## src/rtl/svr_pkg.sv

```systemverilog
// Shared types, constants and register codes of the sphere voxelizer.
`default_nettype none
package svr_pkg;

	// Grid and run limits
	localparam int MAX_DIM     = 1024;
	localparam int QUEUE_DEPTH = 4;
	localparam int IDX_W       = 10;
	localparam int LEN_W       = 11;

	// Configuration port geometry: 64-bit registers at 8-byte steps
	localparam int CFG_DATA_W  = 64;
	localparam int CFG_ADDR_W  = 6;
	localparam int CFG_IDX_LSB = 3;
	localparam int CFG_IDX_W   = 3;

	// Register indexes
	typedef enum logic [CFG_IDX_W-1:0] {
		REG_ORIGIN_X  = 3'd0,
		REG_ORIGIN_Y  = 3'd1,
		REG_ORIGIN_Z  = 3'd2,
		REG_SPACING_X = 3'd3,
		REG_SPACING_Y = 3'd4,
		REG_SPACING_Z = 3'd5,
		REG_RADIUS_SQ = 3'd6
	} cfg_reg_t;

	// Register contents, axis order x, y, z
	typedef struct packed {
		logic signed [2:0][31:0] origin;
		logic [2:0][30:0]        spacing;
		logic [62:0]             radius_sq;
	} cfg_t;

	// One voxel item
	typedef struct packed {
		logic [IDX_W-1:0] index_x;
		logic [IDX_W-1:0] index_y;
		logic [IDX_W-1:0] index_z;
		logic             last_voxel;
	} in_item_t;

	// One result item
	typedef struct packed {
		logic             inside_res;
		logic             run_done;
		logic [IDX_W-1:0] run_start_x;
		logic [IDX_W-1:0] run_start_y;
		logic [IDX_W-1:0] run_start_z;
		logic [LEN_W-1:0] run_length;
	} out_item_t;

	// Classified voxel between front and back
	typedef struct packed {
		logic     in_sphere;
		in_item_t vox;
	} q_item_t;

endpackage
`default_nettype wire

```

## src/rtl/svr_back.sv

```systemverilog
// Back end: row run tracker and result register.
`default_nettype none
module svr_back #(
	parameter int MAX_DIM = svr_pkg::MAX_DIM
) (
	input  wire logic             clk,
	input  wire logic             arst_n,
	input  wire logic             q_valid,
	output logic                  q_ready,
	input  wire svr_pkg::q_item_t q_data,
	output logic                  out_valid,
	input  wire logic             out_ready,
	output svr_pkg::out_item_t    out_data
);

	localparam int LEN_CAP = (MAX_DIM < 2047) ? MAX_DIM : 2047;
	localparam int IW = svr_pkg::IDX_W;
	localparam int LW = svr_pkg::LEN_W;

	logic               run_open_q;
	logic [IW-1:0]      start_x_q, start_y_q, start_z_q;
	logic [LW-1:0]      len_q;
	logic               out_valid_q;
	svr_pkg::out_item_t out_q;

	logic               pop;
	logic               open_d;
	logic [IW-1:0]      sx_d, sy_d, sz_d;
	logic [LW-1:0]      len_d;
	svr_pkg::out_item_t res_d;

	assign q_ready   = !out_valid_q || out_ready;
	assign pop       = q_valid && q_ready;
	assign out_valid = out_valid_q;
	assign out_data  = out_q;

	// Run update: row start close, then inside/outside, then final flush
	always_comb begin
		logic reported;
		open_d   = run_open_q;
		sx_d     = start_x_q;
		sy_d     = start_y_q;
		sz_d     = start_z_q;
		len_d    = len_q;
		reported = 1'b0;
		res_d    = '0;
		res_d.inside_res = q_data.in_sphere;

		if (q_data.vox.index_x == '0 && open_d) begin
			res_d.run_done    = 1'b1;
			res_d.run_start_x = sx_d;
			res_d.run_start_y = sy_d;
			res_d.run_start_z = sz_d;
			res_d.run_length  = len_d;
			open_d   = 1'b0;
			reported = 1'b1;
		end

		if (q_data.in_sphere) begin
			if (!open_d) begin
				open_d = 1'b1;
				sx_d   = q_data.vox.index_x;
				sy_d   = q_data.vox.index_y;
				sz_d   = q_data.vox.index_z;
				len_d  = '0;
			end
			if (len_d < LW'(LEN_CAP))
				len_d = len_d + 1'b1;
		end else if (open_d) begin
			res_d.run_done    = 1'b1;
			res_d.run_start_x = sx_d;
			res_d.run_start_y = sy_d;
			res_d.run_start_z = sz_d;
			res_d.run_length  = len_d;
			open_d   = 1'b0;
			reported = 1'b1;
		end

		if (q_data.vox.last_voxel && open_d && !reported) begin
			res_d.run_done    = 1'b1;
			res_d.run_start_x = sx_d;
			res_d.run_start_y = sy_d;
			res_d.run_start_z = sz_d;
			res_d.run_length  = len_d;
			open_d = 1'b0;
		end
	end

	// Run state and output valid
	always_ff @(posedge clk or negedge arst_n) begin
		if (!arst_n) begin
			run_open_q  <= 1'b0;
			start_x_q   <= '0;
			start_y_q   <= '0;
			start_z_q   <= '0;
			len_q       <= '0;
			out_valid_q <= 1'b0;
		end else begin
			if (pop) begin
				run_open_q <= open_d;
				start_x_q  <= sx_d;
				start_y_q  <= sy_d;
				start_z_q  <= sz_d;
				len_q      <= len_d;
			end
			if (pop)
				out_valid_q <= 1'b1;
			else if (out_ready)
				out_valid_q <= 1'b0;
		end
	end

	// Result payload
	always_ff @(posedge clk) begin
		if (pop)
			out_q <= res_d;
	end

`ifndef ASSERT_OFF
	a_run_nonzero: assert property (@(posedge clk) disable iff (!arst_n)
		out_valid_q && out_q.run_done |-> out_q.run_length != '0)
		else $error("reported run has zero length");
	a_outside_closes: assert property (@(posedge clk) disable iff (!arst_n)
		pop && run_open_q && !q_data.in_sphere |=> out_q.run_done && !run_open_q)
		else $error("outside voxel did not close the open run");
`endif

endmodule
`default_nettype wire

```

## config.mk

```make
export PLATFORM = sky130hd
export DESIGN_NAME = svr_back
export DESIGN_NICKNAME = d
export VERILOG_FILES = /design/src/rtl/svr_pkg.sv /design/src/rtl/svr_back.sv
export SDC_FILE = /design/constraint.sdc
export NUM_CORES = 1
export LEC_CHECK = 0
export BUFFER_PORTS_ARGS = -buffer_cell sky130_fd_sc_hd__buf_2
export CORE_MARGIN = 3
export CORE_UTILIZATION = 55
export DETAILED_ROUTE_END_ITERATION = 12
export GPL_TIMING_DRIVEN = 0
export PLACE_DENSITY = 0.8
export SYNTH_ARGS = -nofsm -noshare
export SYNTH_HDL_FRONTEND = slang
export SYNTH_SLANG_ARGS = --single-unit
```

## constraint.sdc

```tcl
create_clock -name clk -period 3.8 [get_ports clk]
set_clock_uncertainty 0.1 [all_clocks]
set_input_delay 0.19 -clock clk [delete_from_list [all_inputs] [get_ports clk]]
set_output_delay 0.19 -clock clk [all_outputs]
set_load 0.01 [all_outputs]
```

==> After elaboration in Yosys (flattened, before gate mapping) <==
Cells that the tools add are included.
{ "classes": {"mul": 0, "div_mod_pow": 0, "n_eq_ne": 0, "n_addsub": 1, "mux": 22, "bitwise_logic": 0, "reduce_logical": 9, "shifts": 0, "order_cmp": 1} }
{ "op_table": {"columns": ["op", "n"], "rows": [
  ["$mux W42", 3],
  ["$mux W10", 6],
  ["$mux W11", 4],
  ["$mux W41", 1],
  ["$add A11 B1 Y11 const B", 1],
  ["$lt A11 B11 Y1 const B", 1],
  ["$logic_not A10 Y1", 1],
  ["$mux W1", 8],
  ["$logic_and A1 B1 Y1", 4],
  ["$logic_not A1 Y1", 2],
  ["$reduce_bool A2 Y1", 1],
  ["$logic_or A1 B1 Y1", 1]
]} }
{ "totals": {"inputBits": 36, "elab_cells": 45, "romBits": 0, "latchBits": 0, "register_bits": 86, "n_memories": 0, "ramBits": 0, "out_inout_bits": 45} }

==> Logic depth before layout (Yosys ltp) <==
Gate-level depths: netlist (run 1).
{ "logic_depth": {"word_depth": 9, "depth_mapped": 6, "ltp_nobuf": 5} }

==> Least setup slack after synthesis (run 1) <==
Ideal clock, no wire load.
{ "synth_timing": {"kind": "flip-flop to flip-flop", "startpoint": "reg out_valid_q, in the netlist out_valid", "endpoint": "reg len_q[3]", "arrival_time_ns": 2.746, "slack_ns": 0.833, "path_buffers": 1, "setup_time_ns": 0.121, "path_stages_with_launch": 7, "path_cell_list": "dfrtp_1 -> nand2b_1 -> nand2_1 -> inv_1 -> clkbuf_1 -> o21ai_0 -> a22o_1"} }
{ "synth_via": {"elab_chain_len": 3} }
{ "synth_lines": {"columns": ["element", "line", "source"], "rows": [
  ["start: declaration", "svr_back.sv:23", "logic out_valid_q;"],
  ["start signal: assignment", "svr_back.sv:97", "out_valid_q <= 1'b0;"],
  ["start signal: assignment", "svr_back.sv:107", "out_valid_q <= 1'b1;"],
  ["start signal: assignment", "svr_back.sv:109", "out_valid_q <= 1'b0;"],
  ["$logic_not A1 Y1", "svr_back.sv:32", "assign q_ready = !out_valid_q || out_ready;"],
  ["$logic_or A1 B1 Y1", "svr_back.sv:32", null],
  ["named net q_ready", "svr_back.sv:9", "output logic q_ready,"],
  ["$logic_and A1 B1 Y1", "svr_back.sv:33", "assign pop = q_valid && q_ready;"],
  ["named net pop", "svr_back.sv:26", "logic pop;"],
  ["end signal: assignment", "svr_back.sv:104", "len_q <= len_d;"],
  ["end: declaration", "svr_back.sv:22", "logic [LW-1:0] len_q;"]
]} }
The timed path passes the listed nets, and every way through them passes these cells.
A chain may end at the register's enable or synchronous reset.

==> reports/metrics.cfg, run 1 <==
[placement]
finalWeightedCongestion = 0.9157
place.port_buffers = 79
dp_hpwl_um = 5944
placed_area_um2 = 4493

[logic_synthesis]
synth.top_cells.by_area = edfxtp_1, dfrtp_1, mux2_2
syn_avg_cell_area_um2 = 13.32
synth_edf_count = 43
yosys.area.top_type_share = 0.3264
syn-cell-area_um2 = 3956
ys.flop_type = edfxtp_1
synth_async_sr_flop_share = 0.5000
ys_ff_latch = 86
ys_warn_count = 0
yosysSeqAreaShare = 0.5984
synth_nets = 333
netlist-cell-type-count = 49
synth_area_leader_cell = edfxtp_1
post_syn_instances = 297

[sta]
highest_clock_frequency_the_design_can_meet_ghz = 0.4186
timing_hold_violations_final = 0
layout_worst_path_cycle_share = 0.6287
worst_slew_pin_slew_ps = 1303
setup_viol_count_final = 0
unrepaired_setup_endpoints_after_global_routing = false
final_period_minus_worst_setup_slack_ps = 2389
timing.setup.tns_ps = 0
maxSlewHeadroom = 0.1257
final_report_max_slew_violation_count = 0

[setup_path]
worstPathBufferInverterCount = 2
critical_path.cell_chain = dlygate4sd3_1 > buf_2 > nand2_2 > a311oi_1 > a41oi_1 > a21oi_1
cpMaxStageDelayCell = a311oi_1
critical_path.startpoint_type = input pin
critical-path-top-delay-family = compound AO/OA/AOI/OAI gates
critPathRequiredTime_ps = 3900
cpPeakStageDelay_ps = 1050
crit_type = in -> reg
worst_setup_path_end_kind = flop
data_arrival_time_of_the_critical_path_ps = 2490
biggest_fanout_along_the_worst_timing_path = 9

[power_and_ir_drop]
ir_worst_vdd_mv = 0.2617
power_per_cell_area_nw_per_um2 = 453.9
leakage_uw = 0.002004
finalPower_uw = 2224

[global_route]
grt_util_met3 = 0.04833
grt_antenna_before_repair = 0
grt_pass1_wl_um = 14280
busiest_layer = met2
use_met2 = 0.3613
globalRouteOverflowTotal = 0
gr-usage-all-layers = 0.2202
first_global_vias = 2940
use_met1 = 0.2773
grt_max_degree = 44

[layout]
layout_commonest_cell = buf_2
layout_common_cells = buf_2, dfrtp_1, edfxtp_1
diodes = 0
final_area_um2 = 4900
share_of_layout_cells_above_drive_strength_1 = 0.3558
nNetsFinal = 447
areaGrowthSynthToFinish_pct = 23.85

[drt]
via_per_inst = 5.908
firstDrtPassIters = 6
detail_route.iter0.violations = 266
ant_nets = 0
detail_route.wirelength_um = 8907
routed-via-count = 3025
wire_per_inst_um = 17.40
remaining_drc_errors = 0

[floorplan]
core-area_um2 = 6869
floorplan.initialDensity = 0.5760
full_die_area_um2 = 8247
design.portCount = 81
floorplan.die.width_um = 90.82
num_rows = 30
die_h_um = 90.82

[clock_tree]
clock_latency_ps = 360
clk_pin_slew_ps = 80
htree_levels = 3
clock_tree.root_cell = clkbuf_8
post_cts_resize_count = 0
clock_buffer_count_from_cts = 9
tritoncts_clock_tree = done
clock-sinks = 86
clockBufferDepth = 2

[status]
outcome = completed

[job]
timing.max_cap.violations = 0

[min_path]
min_path_type = in -> reg

-- routing by layer --
metal / routed length [um] / up-vias
met5: 0 / -
met2: 4345 / 114
met3: 650 / 16
met1: 3720 / 1486
li1: - / 1409
met4: 190 / 0
-- power by group --
part / total [uW] / leakage, uW / internal (uW) / switching (uW)
Combinational: 437 / 0.000963 / 208 / 229
Sequential: 1200 / 0.000950 / 1130 / 67.4
Clock: 589 / 0.0000914 / 261 / 328
-- final cells by class --
class / count / area [um2]
Sequential cell: 86 / 2367
Fill cell: 491 / 1969
Multi-Input combinational cell: 186 / 1444
Timing Repair Buffer: 103 / 645.6
Clock buffer: 12 / 145.1
Tap cell: 96 / 120.1
Buffer: 17 / 116.4
Clock inverter: 4 / 31.28
Inverter: 8 / 30.03
-- cells in the mapped netlist (all sizes together) (2+ instances only) --
cell and n:
a211o 2, a21oi 8, a22o 33, a31oi 12, a41oi 7, and2 4
and3 2, and4 2, buf 11, clkbuf 6, dfrtp 43, edfxtp 43
inv 8, mux2 30, nand2 9, nand2b 3, nand3 13, nand4 5
nor2 8, nor2b 4, nor3 3, nor4 4, o2111ai 2, o21ai 13
o22ai 3, o31ai 3, or4 3
-- what timing repair did --
action                    in CTS  in global routing
hold buffers                  23                  0
setup buffers                  0                  0
hold endpoints to repair      65                  0
-- worst register-to-register path, stage by stage (launching register included) --
cell and delay [ps]:
dfrtp_1 330, buf_2 180, inv_1 120, a311oi_1 1000
a41oi_1 260, a21oi_1 200
-- final timing paths --
| check | startpoint | slack, ps | endpoint | cells past startpoint |
|---|---|---|---|---|
| worst max-delay path | q_data[31] | 1410 | out_data[8] | 6 |
| worst min-delay path | q_data[29] | 30 | start_x_q[8] | 2 |
| worst max register to register | run_open_q | 1450 | out_data[8] | 5 |
| worst min register to register | start_z_q[6] | 410 | start_z_q[6] | 1 |
| max in group asynchronous | arst_n | 2540 | len_q[4] | 2 |
| min in group asynchronous | arst_n | 410 | start_z_q[1] | 2 |
-- state kept, by name, summed over array words and instances, names as in the netlist --
name / count
out_data: 43
out_valid: 1
len_q: 11
start_x_q: 10
start_y_q: 10
start_z_q: 10
run_open_q: 1
-- cell families (layout without fill, tap and decap cells) --
kind of cell | after synthesis | count (layout) | synth area share
compound gates | 91 | 91 | 0.1815
flops | 86 | 86 | 0.5984
simple gates | 64 | 64 | 0.09551
mux | 31 | 31 | 0.08792
buf+inv | 25 | 144 | 0.03668
-- metrics by stage --
stage                     std cells  setup slack (ps)  hold slack [ps]    util
after floorplan                 297             832.8           -205.6       -
after detailed placement        473              1506            317.5  0.6541
after global placement          472             167.6            318.6  0.6510
after global routing            512              1220            32.21  0.7133
after CTS                       512              1471            12.09  0.7133
final                           512              1411            28.36  0.7133
Power figures use the tool's default switching activity.
==> run 2, diff against run 1 <==
CORE_UTILIZATION = 49   (was 55)
PLACE_DENSITY = 0.75   (was 0.8)
clock period = 2 ns   (was 3.8 ns; I/O delays follow)
==> reports/metrics.cfg, run 2 (synthesis gave the netlist of run 1 again) <==
[status]
outcome = completed

[sta]
worst_slew_pin_slew_ps = 1039  ; -263.9 ps
maxSlewHeadroom = 0.3075  ; +0.1818
setup_viol_count_final = 0  ; unchanged
layout_worst_path_cycle_share = 0.9375
min_hold_slack_ps = 15.35  ; -13.01 ps
timing_hold_violations_final = 0  ; unchanged
highest_clock_frequency_the_design_can_meet_ghz = 0.5333
unrepaired_setup_endpoints_after_global_routing = false
final_period_minus_worst_setup_slack_ps = 1875
final_report_max_slew_violation_count = 0  ; unchanged

[clock_tree]
clock_buffer_count_from_cts = 9  ; unchanged
clockBufferDepth = 2  ; unchanged
clock-sinks = 86  ; unchanged
clk_pin_slew_ps = 90  ; about the same
clock_tree.root_cell = clkbuf_8
clock_latency_ps = 350  ; about the same
htree_levels = 3  ; unchanged
tritoncts_clock_tree = done

[setup_path]
cpPeakStageDelay_ps = 360  ; -690 ps
worst-r2r-cell-count = 6  ; +1
critPathRequiredTime_ps = 2130  ; -1770 ps
critical_path.startpoint_type = flop
data_arrival_time_of_the_critical_path_ps = 2010  ; -480 ps
worst_setup_path_end_kind = flop
critical_path.cell_chain = buf_2 > inv_1 > a31oi_2 > nor2_4 > buf_4 > mux2_2
cpMaxStageDelayCell = dfrtp_1
crit_type = reg -> reg
biggest_fanout_along_the_worst_timing_path = 10  ; +1

[layout]
areaGrowthSynthToFinish_pct = 29.25
layout_common_cells = buf_2, dfrtp_1, edfxtp_1
layout_commonest_cell = buf_2
largest_register_ff_count = 43  ; unchanged
nNetsFinal = 457  ; +2.2%
post_layout_nonfiller_instances = 528  ; +3.1%
diodes = 0  ; unchanged
share_of_layout_cells_above_drive_strength_1 = 0.3709  ; +0.01512

[drt]
via_per_inst = 5.814  ; -1.6%
firstDrtPassIters = 5  ; -1
detail_route.wirelength_um = 9189  ; +3.2%
routed-via-count = 3070  ; +1.5%
wire_per_inst_um = 17.40  ; about the same
remaining_drc_errors = 0  ; unchanged
detail_route.iter0.violations = 259  ; -2.6%
ant_nets = 0  ; unchanged

[power_and_ir_drop]
seq_power_share = 0.523  ; -0.016
power_report.internal_total_uw = 3153  ; +97%
power_per_cell_area_nw_per_um2 = 852.8  ; +88%
power.clock.fraction = 0.280  ; +0.015
combPwrFrac = 0.197  ; about the same
power_switching_share = 0.2769  ; -0.003798
ir_worst_vdd_mv = 0.5006  ; +91%
finalPower_uw = 4361  ; +96%
total_switching_power_uw = 1208  ; +93%
leakage_uw = 0.002068  ; +3.2%

[global_route]
grt_pass1_wl_um = 14400  ; +0.87%
grt_max_degree = 53  ; +20%
first_global_vias = 2995  ; +1.9%
globalRouteOverflowTotal = 0  ; unchanged
grt_antenna_before_repair = 0  ; unchanged
gr-usage-all-layers = 0.2035  ; -0.01673

[min_path]
worstHoldPathCells = 2  ; unchanged
min_path_type = in -> reg

[placement]
place.port_buffers = 79  ; unchanged
number_of_placed_instances_taps_included = 478  ; +1.1%
dp_hpwl_um = 5808  ; -2.3%
finalWeightedCongestion = 0.9034  ; -1.3%

[floorplan]
full_die_area_um2 = 9188  ; +11%
die_h_um = 95.86  ; +5.5%
num_rows = 32  ; +6.7%
core-area_um2 = 7767  ; +13%
floorplan.initialDensity = 0.5093  ; -0.06661
floorplan.die.width_um = 95.86  ; +5.5%
design.portCount = 81  ; unchanged

[job]
timing.max_cap.violations = 0  ; unchanged

## run 2: cell count changes in the layout (fill, tap and decap cells not counted), moves of 2 or more
| cell | previous run | this run |
|---|---|---|
| dlygate4sd3_1 | 23 | 33 |
| a31oi_1 | 12 | 10 |
| a31oi_2 | 0 | 2 |
| a41oi_1 | 7 | 5 |
| a41oi_2 | 0 | 2 |
| clkbuf_1 | 7 | 5 |
## run 2: layer usage
layer / up-vias / part of all wire / GRT usage / routed length (um)
met3: 13 / 0.053 / 0.03909 / 491
li1: 1426 / - / - / -
met5: - / 0 / 0 / 0
met2: 102 / 0.51 / 0.3312 / 4684
met4: 0 / 0.011 / 0.08649 / 104
met1: 1529 / 0.43 / 0.2668 / 3909
## run 2: final timing paths
path | startpoint | end | slack, ps
worst min-delay path | q_data[22] | out_data[32] | 20
min in group asynchronous | arst_n | start_z_q[6] | 360
max in group asynchronous | arst_n | len_q[4] | 780
worst max register to register | run_open_q | start_y_q[1] | 120
worst min register to register | start_z_q[7] | start_z_q[7] | 410
worst max-delay path | run_open_q | start_y_q[1] | 120
## run 2: per-stage QoR
stage / util / setup slack [ps] / area [um2] / TNS, ps
finish: 0.6583 / 124.9 / 5114 / 0
floorplan: - / 103.2 / 3960 / 0
global placement: 0.5772 / -217.1 / 4483 / -2354
CTS: 0.6466 / 40.02 / 5022 / 0
detailed placement: 0.5772 / -191.7 / 4483 / -2812
global route: 0.6583 / 19.77 / 5114 / 0
## run 2: critical path: cells and delay by family (launching register included)
family / cells / cell delay [ps]
mux: 1 / 350
compound gates: 1 / 150
flops: 1 / 360
simple gates: 1 / 210
buf+inv: 3 / 590
## run 2: layout make-up
type                            instances  area, um2
Tap cell                              102      127.6
Inverter                                8      30.03
Timing Repair Buffer                  114      758.2
Clock buffer                           10      127.6
Buffer                                 16      127.6
Clock inverter                          6      68.82
Sequential cell                        86       2367
Fill cell                             604       2654
Multi-Input combinational cell        186       1506
## run 2: repair_timing
action,in CTS,in global routing
endpoints found under the setup margin,55,40
gates cloned,0,1
gates resized for setup,2,11
pin swaps,0,1
setup buffers,0,1
hold endpoints to repair,95,0
hold buffers,33,0
## run 2: power by group through the flow
stage / combinational, uW / sequential [uW] / clock (uW)
floorplan: 499 / 2330 / 0
global placement: 755 / 2300 / 0
detailed placement: 778 / 2310 / 0
CTS: 832 / 2280 / 1240
global route: 953 / 2310 / 1310
finish: 860 / 2280 / 1220
