**src/rtl/svr_pkg.sv**
```systemverilog
// Shared types, constants and register codes of the sphere voxelizer.
`default_nettype none
package svr_pkg;

	// Grid and run limits
	localparam int MAX_DIM     = 1024;
	localparam int QUEUE_DEPTH = 4;
	localparam int IDX_W       = 10;
	localparam int LEN_W       = 11;

	// Configuration port geometry: 64-bit registers at 8-byte steps
	localparam int CFG_DATA_W  = 64;
	localparam int CFG_ADDR_W  = 6;
	localparam int CFG_IDX_LSB = 3;
	localparam int CFG_IDX_W   = 3;

	// Register indexes
	typedef enum logic [CFG_IDX_W-1:0] {
		REG_ORIGIN_X  = 3'd0,
		REG_ORIGIN_Y  = 3'd1,
		REG_ORIGIN_Z  = 3'd2,
		REG_SPACING_X = 3'd3,
		REG_SPACING_Y = 3'd4,
		REG_SPACING_Z = 3'd5,
		REG_RADIUS_SQ = 3'd6
	} cfg_reg_t;

	// Register contents, axis order x, y, z
	typedef struct packed {
		logic signed [2:0][31:0] origin;
		logic [2:0][30:0]        spacing;
		logic [62:0]             radius_sq;
	} cfg_t;

	// One voxel item
	typedef struct packed {
		logic [IDX_W-1:0] index_x;
		logic [IDX_W-1:0] index_y;
		logic [IDX_W-1:0] index_z;
		logic             last_voxel;
	} in_item_t;

	// One result item
	typedef struct packed {
		logic             inside_res;
		logic             run_done;
		logic [IDX_W-1:0] run_start_x;
		logic [IDX_W-1:0] run_start_y;
		logic [IDX_W-1:0] run_start_z;
		logic [LEN_W-1:0] run_length;
	} out_item_t;

	// Classified voxel between front and back
	typedef struct packed {
		logic     in_sphere;
		in_item_t vox;
	} q_item_t;

endpackage
`default_nettype wire

```
**src/rtl/svr_cfg.sv**
```systemverilog
// APB-style configuration registers of the sphere voxelizer.
`default_nettype none
module svr_cfg (
	input  wire logic                             clk,
	input  wire logic                             arst_n,
	input  wire logic                             psel,
	input  wire logic                             penable,
	input  wire logic                             pwrite,
	input  wire logic [svr_pkg::CFG_ADDR_W-1:0]   paddr,
	input  wire logic [svr_pkg::CFG_DATA_W-1:0]   pwdata,
	output logic      [svr_pkg::CFG_DATA_W-1:0]   prdata,
	output logic                                  pready,
	output svr_pkg::cfg_t                         cfg
);

	svr_pkg::cfg_t    cfg_q;
	svr_pkg::cfg_reg_t reg_idx;
	logic             wr_en;

	assign reg_idx = svr_pkg::cfg_reg_t'(
		paddr[svr_pkg::CFG_IDX_LSB +: svr_pkg::CFG_IDX_W]);
	assign wr_en   = psel && penable && pwrite;
	assign pready  = 1'b1;
	assign cfg     = cfg_q;

	// Register writes; unknown indexes are dropped
	always_ff @(posedge clk or negedge arst_n) begin
		if (!arst_n) begin
			cfg_q.origin    <= '0;
			cfg_q.spacing   <= {3{31'd65536}};
			cfg_q.radius_sq <= 63'h1_0000_0000;
		end else if (wr_en) begin
			case (reg_idx)
				svr_pkg::REG_ORIGIN_X:  cfg_q.origin[0]  <= pwdata[31:0];
				svr_pkg::REG_ORIGIN_Y:  cfg_q.origin[1]  <= pwdata[31:0];
				svr_pkg::REG_ORIGIN_Z:  cfg_q.origin[2]  <= pwdata[31:0];
				svr_pkg::REG_SPACING_X: cfg_q.spacing[0] <= pwdata[30:0];
				svr_pkg::REG_SPACING_Y: cfg_q.spacing[1] <= pwdata[30:0];
				svr_pkg::REG_SPACING_Z: cfg_q.spacing[2] <= pwdata[30:0];
				svr_pkg::REG_RADIUS_SQ: cfg_q.radius_sq  <= pwdata[62:0];
				default: ;
			endcase
		end
	end

	// Read mux
	always_comb begin
		case (reg_idx)
			svr_pkg::REG_ORIGIN_X:  prdata = {32'd0, cfg_q.origin[0]};
			svr_pkg::REG_ORIGIN_Y:  prdata = {32'd0, cfg_q.origin[1]};
			svr_pkg::REG_ORIGIN_Z:  prdata = {32'd0, cfg_q.origin[2]};
			svr_pkg::REG_SPACING_X: prdata = {33'd0, cfg_q.spacing[0]};
			svr_pkg::REG_SPACING_Y: prdata = {33'd0, cfg_q.spacing[1]};
			svr_pkg::REG_SPACING_Z: prdata = {33'd0, cfg_q.spacing[2]};
			svr_pkg::REG_RADIUS_SQ: prdata = {1'b0, cfg_q.radius_sq};
			default:                prdata = '0;
		endcase
	end

endmodule
`default_nettype wire

```
**config.mk**
```make
export PLATFORM = sky130hd
export DESIGN_NAME = svr_cfg
export DESIGN_NICKNAME = d
export VERILOG_FILES = /design/src/rtl/svr_pkg.sv /design/src/rtl/svr_cfg.sv
export SDC_FILE = /design/constraint.sdc
export NUM_CORES = 1
export LEC_CHECK = 0
export BUFFER_PORTS_ARGS = -buffer_cell sky130_fd_sc_hd__clkbuf_2
export CAP_MARGIN = 20
export CORE_MARGIN = 4
export CORE_UTILIZATION = 55
export CTS_CLUSTER_SIZE = 8
export DETAILED_ROUTE_END_ITERATION = 10
export MAX_ROUTING_LAYER = met4
export PLACE_DENSITY = 0.86
export SKIP_CTS_REPAIR_TIMING = 1
export SYNTH_ARGS = -nofsm -noshare
export SYNTH_HDL_FRONTEND = slang
export SYNTH_SLANG_ARGS = --single-unit
```
**constraint.sdc**
```tcl
create_clock -name clk -period 1.6 [get_ports clk]
set_input_delay 0 -clock clk [delete_from_list [all_inputs] [get_ports clk]]
set_output_delay 0 -clock clk [all_outputs]
set_load 0.03 [all_outputs]
```
== After elaboration in Yosys (flattened, before gate mapping) ==
Index checks and enable logic that the tools add are counted.
Cells by class
  equality and inequality tests: 6
  multiplexer cells: 1
  reductions and logical operators: 10
Operators by type and width (number)
  $pmux W63 S7: 1
  $reduce_and A2 Y1: 7
  $eq A3 B3 Y1 const B: 3
  $eq A3 B2 Y1 const B: 2
  $eq A3 B1 Y1 const B: 1
  $logic_not A3 Y1: 1
  $logic_and A1 B1 Y1: 2
Storage, ports and cells
  bits in registers: 252
  input bits: 75
  output and inout bits: 317
  word-level logic and storage cells: 24

== Longest topological paths before layout ==
Gate-level depths: netlist (run 1).
  depth in word-level cells: 3
  mapped depth: 7
  mapped depth without buffers: 3

== Worst setup path after synthesis (run 1) ==
OpenSTA, ideal clock, no wires.
  path type: input to output
  from: input port paddr[4] (netlist bit)
  to: output port prdata[31] (netlist bit)
  data arrival time: 1342 ps
  data required time: 1600 ps
  setup slack: 258 ps
  stages: 6
  buffers on the path: 3
  cell sequence: buf_4 buf_4 nor2_1 buf_2 a21oi_1 o22ai_1
Between the ends
  longest elaborated chain between the ends: 2
  elaborated cells on any way between the ends: 8
  classes of those cells: eq/ne (6); mux (1); reduce/logical (1)
Ends and longest elaborated chain
  start, declared: line svr_cfg.sv:9  | input wire logic [svr_pkg::CFG_ADDR_W-1:0] paddr,
  $eq A3 B3 Y1, or another cell as far along: line svr_cfg.sv:48  | case (reg_idx)
  $pmux W63 S7 *: line svr_cfg.sv:48
  end, declared: line svr_cfg.sv:11  | output logic [svr_pkg::CFG_DATA_W-1:0] prdata,
Mark *: on every way between the ends. The rest lies on a longest branch, timed or not.

== Worst setup path after layout (run 1) ==
  from: register cfg_q, in the netlist cfg[101]
  to: output port prdata[7] (netlist bit)
Between the ends
  longest elaborated chain between the ends: 1
Ends and longest elaborated chain
  start, declared: line svr_cfg.sv:16  | svr_pkg::cfg_t cfg_q;
  $pmux W63 S7: line svr_cfg.sv:48
No other way between the ends.

==> results of run 1 <==
## placed cells by master (no fill, tap or decap), types with 9 or more instances in the layout
cell / instances
nand3b_1: 9
dfrtp_1: 248
clkbuf_1: 11
clkbuf_16: 39
mux2i_1: 62
a211o_1: 23
and2_1: 31
clkbuf_2: 355
a32oi_1: 23
o211ai_1: 31
buf_4: 98
nand4b_1: 16
mux2_2: 231
a21boi_0: 18
dlygate4sd3_1: 64
mux2_1: 21
buf_12: 20
## worst paths after layout
path | slack, ns | cells after the start | end
setup / recovery | -0.03 | 4 | prdata[7]
hold / removal | 0.05 | 2 | cfg[95]$_DFFE_PN0P_
setup reg to reg | 0.69 | 2 | cfg[222]$_DFFE_PN0P_
hold reg to reg | 0.52 | 1 | cfg[115]$_DFFE_PN0P_
max in group asynchronous | 0.79 | 3 | cfg[141]$_DFFE_PN1P_
min in group clk | 0.20 | 4 | cfg[194]$_DFFE_PN0P_
## through the flow
step	std cells	area [sq um]
2_1_floorplan	830	11600
6_report	1627	16300
3_5_place_dp	1464	14200
3_3_place_gp	1464	14200
4_1_cts	1516	15200
5_1_grt	1627	16300
## worst max-delay path, delay by kind of cell, from the launching register on
family | cells | cell delay (ns)
muxes | 1 | 0.21
buffers and inverters | 1 | 0.18
AOI/OAI and AO/OA | 2 | 0.31
DFF | 1 | 0.43
## where the power goes
part | switching (mW) | total [mW] | internal, mW
sequential | 1.09 | 8.75 | 7.66
combinational | 4.92 | 7.63 | 2.71
clock | 2.71 | 7.24 | 4.53
total | 8.72 | 23.6 | 14.9
## routing by layer
metal / vias to the layer above / share of wire, % / GRT usage (%)
li1: 4106 / - / -
met1: 4906 / 35 / 35.5
met2: 586 / 51 / 52.9
met3: 173 / 8.0 / 7.75
met4: 0 / 5.5 / 13.8
met5: - / 0 / -
## kinds of logic (layout without fill, tap and decap cells)
family | after synthesis | after routing | synth area share [%]
AOI/OAI and AO/OA | 119 | 119 | 7.98
muxes | 314 | 314 | 29.7
DFF | 252 | 252 | 54.3
other | 2 | 4 | 0.0646
and+or+nand+nor | 73 | 73 | 4.65
buffers and inverters | 70 | 595 | 3.27
## area by class of cell
| type | instances | area [sq um] | share of cell area [%] |
|---|---|---|---|
| antenna | 2 | 5.00 | 0.0307 |
| clock buffer | 50 | 1020 | 6.25 |
| clock inverter | 2 | 38.8 | 0.238 |
| inverter | 1 | 3.75 | 0.0230 |
| multi-input combinational | 508 | 4970 | 30.5 |
| sequential | 252 | 6310 | 38.7 |
| tap | 270 | 338 | 2.07 |
| timing repair buffer | 542 | 3600 | 22.1 |
==> flow_summary.rst, run 1 <==
.. list-table::
   :header-rows: 1

   * - Metric
     - Value
   * - Run status
     - finished, violations left
   * - Violations in the final reports
     - setup timing
   * - Worst slack at placement
     - 0.131 ns
   * - Area overhead of the layout relative to synthesis
     - 40.1%
   * - Number of nets still failing antenna checks after routing
     - 0
   * - PortBufs
     - 385
   * - Filler cell count
     - 1,137
   * - Horizontal extent of the die
     - 153 microns
   * - Fraction of final layout cells with drive strength greater than 1
     - 56.6%
   * - Critical register-to-register path startpoint
     - cfg[222]$_DFFE_PN0P_
   * - Via total after detailed routing
     - 9,771
   * - Startpoint of the worst setup timing path
     - cfg[101]$_DFFE_PN0P_
   * - Commonest cells in the synthesized netlist
     - dfrtp_1, mux2_2, mux2i_1, and2_1, o211ai_1
   * - Largest register FFs
     - 252
   * - Number of setup violations in the final report
     - 1
   * - Proportion of netlist area held by the largest area contributor
     - 53.4%
   * - CP startpoint kind
     - flip-flop
   * - I/O pin cnt
     - 392
   * - Final core area utilization
     - 79.5%
   * - Dominant synthesized flop cell
     - dfrtp_1
   * - Number of DRC violations after detailed routing
     - 0
   * - CP max stage delay
     - 0.43 ns
   * - Later-pin clock latency in the skew report
     - 0.50 ns
   * - Std cell rows
     - 52
   * - Unrepaired setup endpoints after global routing
     - true
   * - Number of buffers on the longest clock path
     - 3
   * - Cell Chain, Critical Path
     - mux2i_1 > o211ai_1 > a21o_1 > clkbuf_2
   * - Number of maximum-capacitance violations
     - 0
   * - Clk sink count
     - 252
   * - Mapped cell area
     - 11,600 sq um
   * - Cell with the most instances after synthesis
     - dfrtp_1
   * - Count of flip-flops with a built-in enable after synthesis
     - 0
   * - TritonCTS clock tree
     - built
   * - Period utilization
     - 102%
   * - Total wire length after detailed routing
     - 40,800 microns
   * - HPWL after detailed placement
     - 25,400 microns
   * - Wire length per cell
     - 25.1 microns
   * - Die Span Y
     - 153 microns
   * - Kind of path behind the tightest hold check
     - input port to async pin
   * - Async set or reset register ratio after synthesis
     - 100%
   * - Total global-route track usage
     - 31.3%
   * - Cell types occupying the most area after synthesis
     - dfrtp_1, mux2_2, mux2i_1, mux2_1, o211ai_1
   * - Max frequency
     - 613 MHz
   * - Final Hold Fails
     - 0
   * - Final layout net count
     - 1,417
   * - Placeable Area
     - 20,500 sq um
   * - Routability Congestion
     - 0.848
   * - Setup TNS
     - -0.0310 ns
   * - Aggregate global routing overflow
     - 0
   * - Arrival time reported for the critical path endpoint
     - 1.63 ns
   * - Post-layout worst setup margin
     - -0.0310 ns
   * - Max H-tree Level
     - 2
   * - Die footprint
     - 23,500 sq um
   * - P_leak
     - 8.17 nW
   * - Maximum number of pins on one net before global-route repair
     - 72
   * - Post-Syn Nets
     - 905
   * - Power density over cell area
     - 1450 nW/um^2
   * - Distinct cell type count after synthesis
     - 33
   * - Mapped Avg Cell Area
     - 14.0 sq um
   * - Portion of the post-synthesis area used by sequential elements
     - 54.3%
   * - Yosys top cell by area
     - dfrtp_1
   * - DR pass1 iterations
     - 5
   * - Tightest hold margin
     - 0.0490 ns
   * - Flops & latches, synth
     - 252
   * - Reg clk slew, reported paths
     - 0.05 ns
   * - Via count of the first global-routing pass
     - 9,799
   * - Number of antenna violations at the first check in global routing
     - 2
   * - Crit path max-delay cell type
     - dfrtp_1
   * - Worst IR drop on VDD
     - 0.00105 V
   * - Type of the worst setup path
     - flip-flop to output pin
   * - Data required, critical path
     - 1.60 ns
   * - Via density per instance
     - 6.01
   * - Endpoint class of the critical path
     - output pin
   * - Total Power Consumption
     - 23.6 mW
   * - Root buffer cell
     - clkbuf_16
   * - Starting density of the core
     - 56.7%
   * - Initial DRC count
     - 523
   * - Worst slew margin relative to its limit
     - 60.1%
   * - Minimum clock period
     - 1.63 ns
   * - Actual slew at the worst max-slew pin
     - 0.598 ns
   * - TritonCTS buffer count
     - 37
   * - Final-report max-slew violation count
     - 0
   * - Critical-path maximum fanout
     - 3
   * - Worst-case clock skew
     - 0 ns
   * - Number of instances in the synthesized netlist
     - 830
   * - Wire length of the first global-routing pass
     - 56,400 microns
   * - Yosys warns
     - 0
Power figures use the tool's default switching activity.
==> run 2: changes to the inputs <==
- CORE_UTILIZATION: 55 -> 51
- PLACE_DENSITY: 0.86 -> 0.81
- clock period: 1.6 -> 1.8 ns (I/O delays scaled with it)
==> run 2 against run 1 <==
The flow now finishes without violations. Critical path type unchanged. Hold slack lost 0.0027 ns. Non-clock buffer count shrank 54. Combinational power shrank 17%. Clock power shrank 13%.
==> flow_summary.rst, run 2 (synthesized netlist as in run 1, its figures left out) <==
.. list-table::
   :header-rows: 1

   * - Metric
     - Value
   * - HPWL after detailed placement
     - 25,700 microns
   * - Post-layout worst setup margin
     - 0.116 ns
   * - Total wire length after detailed routing
     - 39,200 microns
   * - Worst slew margin relative to its limit
     - 65.2%
   * - Top layer used by detailed routing
     - met4
   * - Number of buffers on the longest clock path
     - 3
   * - Via count of the first global-routing pass
     - 9,748
   * - Clk sink count
     - 252
   * - Switching power
     - 7.58 mW
   * - Cell internal pwr
     - 12.8 mW
   * - TritonCTS clock tree
     - built
   * - Std cell rows
     - 54
   * - Number of maximum-capacitance violations
     - 0
   * - Power density over cell area
     - 1290 nW/um^2
   * - Most common cell after layout, fill and taps aside
     - clkbuf_2
   * - Wire length of the first global-routing pass
     - 58,200 microns
   * - Placeable Area
     - 22,100 sq um
   * - PortBufs
     - 385
   * - Via total after detailed routing
     - 9,346
   * - Portion of total power attributed to sequential cells
     - 38.1%
   * - Total global-route track usage
     - 29.8%
   * - Initial DRC count
     - 499
   * - Final layout net count
     - 1,363
   * - Clock network fraction of design power
     - 30.8%
   * - Met2 WL
     - 20,000 microns
   * - Area overhead of the layout relative to synthesis
     - 35.7%
   * - Actual slew at the worst max-slew pin
     - 0.520 ns
   * - M1 wire length
     - 14,700 microns
   * - Largest register FFs
     - 252
   * - I/O pin cnt
     - 392
   * - Number of DRC violations after detailed routing
     - 0
   * - Root buffer cell
     - clkbuf_16
   * - Arrival time reported for the critical path endpoint
     - 1.68 ns
   * - Die Span Y
     - 159 microns
   * - Critical-path maximum fanout
     - 3
   * - Starting density of the core
     - 52.6%
   * - R2r setup slk
     - 0.93 ns
   * - Cell total after placement
     - 1,465
   * - CP startpoint kind
     - flip-flop
   * - Number of antenna violations at the first check in global routing
     - 2
   * - Period utilization
     - 93.6%
   * - Aggregate global routing overflow
     - 0
   * - Reg2reg end
     - cfg[54]$_DFFE_PN0P_
   * - Fraction of power consumed by combinational cells
     - 31.1%
   * - Layout Cells excl Fill
     - 1,587
   * - WL met3
     - 3120 microns
   * - Minimum clock period
     - 1.68 ns
   * - Critical register-to-register path startpoint
     - cfg[54]$_DFFE_PN0P_
   * - Worst-case reg-to-reg path depth
     - 1
   * - Routability Congestion
     - 0.869
   * - Horizontal extent of the die
     - 159 microns
   * - Data required, critical path
     - 1.80 ns
   * - Unrepaired setup endpoints after global routing
     - false
   * - Max H-tree Level
     - 2
   * - Reg clk slew, reported paths
     - 0.05 ns
   * - Endpoint class of the critical path
     - output pin
   * - Type of the worst setup path
     - flip-flop to output pin
   * - Finished layout cell area
     - 15,800 sq um
   * - Final-report max-slew violation count
     - 0
   * - Fraction of final layout cells with drive strength greater than 1
     - 54.5%
   * - Maximum number of pins on one net before global-route repair
     - 64
   * - Setup TNS
     - 0 ns
   * - Die footprint
     - 25,300 sq um
   * - Later-pin clock latency in the skew report
     - 0.50 ns
   * - Max frequency
     - 594 MHz
   * - Worst slack at placement
     - 0.288 ns
   * - Switch share
     - 37.1%
   * - Number of setup violations in the final report
     - 0
   * - Worst IR drop on VDD
     - 0.00107 V
   * - Wire length per cell
     - 24.7 microns
   * - P_leak
     - 7.87 nW
   * - Run status
     - complete, no violations
   * - Placed cell area
     - 14,100 sq um
   * - Via density per instance
     - 5.89
   * - Tightest hold margin
     - 0.0463 ns
   * - TritonCTS buffer count
     - 37
   * - Highest-count cells in the layout ignoring fill and taps
     - clkbuf_2, dfrtp_1, mux2_2
   * - Final Hold Fails
     - 0
   * - DR pass1 iterations
     - 5
   * - Kind of path behind the tightest hold check
     - input port to async pin
   * - Number of nets still failing antenna checks after routing
     - 0
   * - Worst-case clock skew
     - 0 ns
[run 2: changes by cell type in the layout (fill, tap and decap cells not counted), moves of 2 or more]
cell      before  now
clkbuf_1      11   15
buf_12        20   17
a21boi_0      18   23
clkbuf_2     355  382
clkbuf_4       2    0
buf_4         98   24
a21boi_1       4    0
[run 2: stage by stage]
step | power (mW) | util (%)
floorplan | 11.7 | -
global placement | 13.8 | 63.7
finish | 20.4 | 71.4
global route | 21.2 | 71.4
CTS | 20.3 | 68.5
detailed placement | 14.0 | 63.7
[run 2: layer usage]
layer,up-vias,track usage (%)
li1,4013,-
met4,0,10.8
met1,4747,35.0
met3,103,7.38
met2,483,50.3
met5,-,-
[run 2: final cells by class]
type	count	area, sq um
Antenna cell	2	5.00
Clock buffer	54	1030
Clock inverter	2	13.8
Fill cell	1499	6320
Inverter	1	3.75
Multi-Input combinational cell	508	4970
Sequential cell	252	6310
Tap cell	280	350
Timing Repair Buffer	488	3090
[run 2: worst max path at each step]
| stage | startpoint | endpoint | slack (ns) | depth (start not counted) |
|---|---|---|---|---|
| after detailed placement | paddr[3] | prdata[31] | 0.29 | 6 |
| final | cfg[233]$_DFFE_PN0P_ | prdata[13] | 0.12 | 4 |
| after global placement | paddr[3] | prdata[31] | 0.27 | 6 |
| after CTS | cfg[219]$_DFFE_PN0P_ | prdata[31] | 0.08 | 4 |
| after floorplan | paddr[4] | prdata[31] | 0.46 | 6 |
| after global routing | cfg[232]$_DFFE_PN0P_ | prdata[12] | 0.05 | 4 |
[run 2: critical path, cell delays in order (launching register included)]
cell      delay, ns
dfrtp_1        0.40
mux2i_1        0.10
a211o_1        0.31
o211ai_1       0.12
clkbuf_2       0.25
[run 2: power groups by stage]
| stage | Clock (mW) | Combinational (mW) | Sequential, mW |
|---|---|---|---|
| floorplan | 0 | 1.86 | 9.83 |
| global placement | 0 | 6.10 | 7.74 |
| detailed placement | 0 | 6.20 | 7.82 |
| CTS | 6.36 | 6.23 | 7.74 |
| global route | 6.65 | 6.66 | 7.91 |
| finish | 6.28 | 6.34 | 7.78 |
==> run 3: changes to the inputs <==
- GPL_TIMING_DRIVEN: default -> 0
- clock period: 1.8 -> 1.9 ns (I/O delays scaled with it)
==> run 3 against run 2 <==
The run now ends with hold timing left. Routed wire length is 11% higher. Count of clock-buffer cells in the layout is 2 lower. Critical path depth is 2 higher. Hold slack worse by 0.054 ns. First-iteration DRC count is 28% higher. Final cell count is 2.1% higher. Critical endpoint is now prdata[11].
==> flow_summary.rst, run 3 (synthesized netlist as in run 1, its figures left out) <==
.. list-table::
   :header-rows: 1

   * - Metric
     - Value
   * - Run status
     - finished, violations left
   * - Violations in the final reports
     - hold timing
   * - Root buffer cell
     - clkbuf_16
   * - Fraction of final layout cells with drive strength greater than 1
     - 53.7%
   * - TritonCTS buffer count
     - 37
   * - Period utilization
     - 96.1%
   * - P_leak
     - 7.89 nW
   * - Wire length of the first global-routing pass
     - 61,900 microns
   * - Final core area utilization
     - 71.0%
   * - Max H-tree Level
     - 2
   * - Routability Congestion
     - 0.884
   * - Crit path max-delay cell type
     - clkbuf_1
   * - Minimum clock period
     - 1.83 ns
   * - Final Hold Fails
     - 1
   * - Highest-count cells in the layout ignoring fill and taps
     - clkbuf_2, dfrtp_1, mux2_2
   * - Total wire length after detailed routing
     - 43,400 microns
   * - Std cell rows
     - 54
   * - Total area of sequential cells
     - 6310 sq um
   * - Reg2reg end
     - cfg[36]$_DFFE_PN0P_
   * - Filler cell count
     - 1,567
   * - Total Power Consumption
     - 19.4 mW
   * - Most common cell after layout, fill and taps aside
     - clkbuf_2
   * - Via density per instance
     - 5.98
   * - Arrival time reported for the critical path endpoint
     - 1.83 ns
   * - Final layout net count
     - 1,396
   * - Wire length per cell
     - 26.8 microns
   * - Actual slew at the worst max-slew pin
     - 0.808 ns
   * - CP max stage delay
     - 0.54 ns
   * - Count of buffer and inverter cells on the critical path
     - 4
   * - Number of setup violations in the final report
     - 0
   * - Critical register-to-register path startpoint
     - cfg[36]$_DFFE_PN0P_
   * - DR pass1 iterations
     - 5
   * - Most common cell type on the critical path
     - clkbuf_2
   * - Area overhead of the layout relative to synthesis
     - 34.9%
   * - Starting density of the core
     - 52.6%
   * - Via count of the first global-routing pass
     - 9,871
   * - Max frequency
     - 548 MHz
   * - Final-report max-slew violation count
     - 0
   * - Number of antenna violations at the first check in global routing
     - 5
   * - Terminating pin of the worst hold path
     - cfg[219]$_DFFE_PN0P_
   * - Total global-route track usage
     - 32.9%
   * - Maximum number of pins on one net before global-route repair
     - 115
   * - Number of nets still failing antenna checks after routing
     - 0
   * - Cell Chain, Critical Path
     - buf_2 > clkbuf_2 > clkbuf_1 > a32oi_1 > o211ai_1 > clkbuf_2
   * - PortBufs
     - 383
   * - Clk sink count
     - 252
   * - Horizontal extent of the die
     - 159 microns
   * - Number of buffers on the longest clock path
     - 3
   * - Unrepaired setup endpoints after global routing
     - false
   * - Power density over cell area
     - 1240 nW/um^2
   * - HPWL after detailed placement
     - 29,600 microns
   * - Tightest hold margin
     - -0.00732 ns
   * - Area taken by multi-input logic gates
     - 4930 sq um
   * - TritonCTS clock tree
     - built
   * - Placeable Area
     - 22,100 sq um
   * - Worst-case reg-to-reg path depth
     - 1
   * - Later-pin clock latency in the skew report
     - 0.50 ns
   * - Type of the worst setup path
     - input port to output pin
   * - Worst IR drop on VDD
     - 0.000912 V
   * - Die footprint
     - 25,300 sq um
   * - Reg clk slew, reported paths
     - 0.05 ns
   * - Data required, critical path
     - 1.90 ns
   * - Via total after detailed routing
     - 9,688
   * - Worst slew margin relative to its limit
     - 46.1%
   * - Aggregate global routing overflow
     - 0
   * - Initial DRC count
     - 638
   * - Number of maximum-capacitance violations
     - 0
   * - CP startpoint kind
     - input port
   * - Critical-path maximum fanout
     - 10
   * - Endpoint class of the critical path
     - output pin
   * - Largest register FFs
     - 252
   * - I/O pin cnt
     - 392
   * - R2r setup slk
     - 1.03 ns
   * - Worst-case clock skew
     - 0 ns
   * - Worst hold stages
     - 3
   * - Start point of the worst hold path
     - paddr[4]
   * - Die Span Y
     - 159 microns
   * - Number of DRC violations after detailed routing
     - 0
   * - Kind of path behind the tightest hold check
     - input port to flip-flop
   * - Cell type group with the largest total delay on the critical path
     - buffers and inverters
==> run 3: changes by cell type in the layout (fill, tap and decap cells not counted), sizes merged <==
cell	previous run	this run
diode	2	5
buf	42	46
dlygate4sd3	64	67
clkbuf	436	460
==> run 3: layout make-up <==
type	count	area share (%)
Antenna cell	5	0.0798
Buffer	69	2.43
Clock buffer	52	6.53
Clock inverter	2	0.0878
Inverter	1	0.0239
Multi-Input combinational cell	508	31.5
Sequential cell	252	40.2
Tap cell	280	2.23
Timing Repair Buffer	452	16.9
==> run 3: per-layer routing <==
metal / share of wire, % / track usage (%) / vias up
li1: - / - / 4067
met3: 7.5 / 8.52 / 114
met4: 3.8 / 12.0 / 0
met2: 50 / 54.8 / 517
met5: 0 / - / -
met1: 39 / 38.9 / 4990
==> run 3: stage by stage <==
step           instances  setup slack (ns)  TNS (ns)  instance area, sq um
2_1_floorplan        830             0.558         0                 11600
3_3_place_gp        1493             -4.31  -1078.24                 13900
3_5_place_dp        1495            -0.345     -3.28                 14000
4_1_cts             1549            -0.357     -3.64                 15000
5_1_grt             1621            0.0624         0                 15700
6_report            1621            0.0744         0                 15700
==> run 3: how the worst max path moves through the flow <==
stage	slack, ns	cells past startpoint	to	startpoint
floorplan	0.56	6	prdata[31]	paddr[4]
global placement	-4.31	1	cfg[120]$_DFFE_PN0P_	arst_n
detailed placement	-0.35	6	prdata[4]	paddr[3]
CTS	-0.36	6	prdata[4]	paddr[3]
global route	0.06	7	prdata[20]	paddr[4]
finish	0.07	6	prdata[11]	paddr[3]
==> run 3: report_power, final <==
part,switching [mW],internal [mW]
combinational,4.08,1.98
sequential,0.917,6.45
clock,2.29,3.69
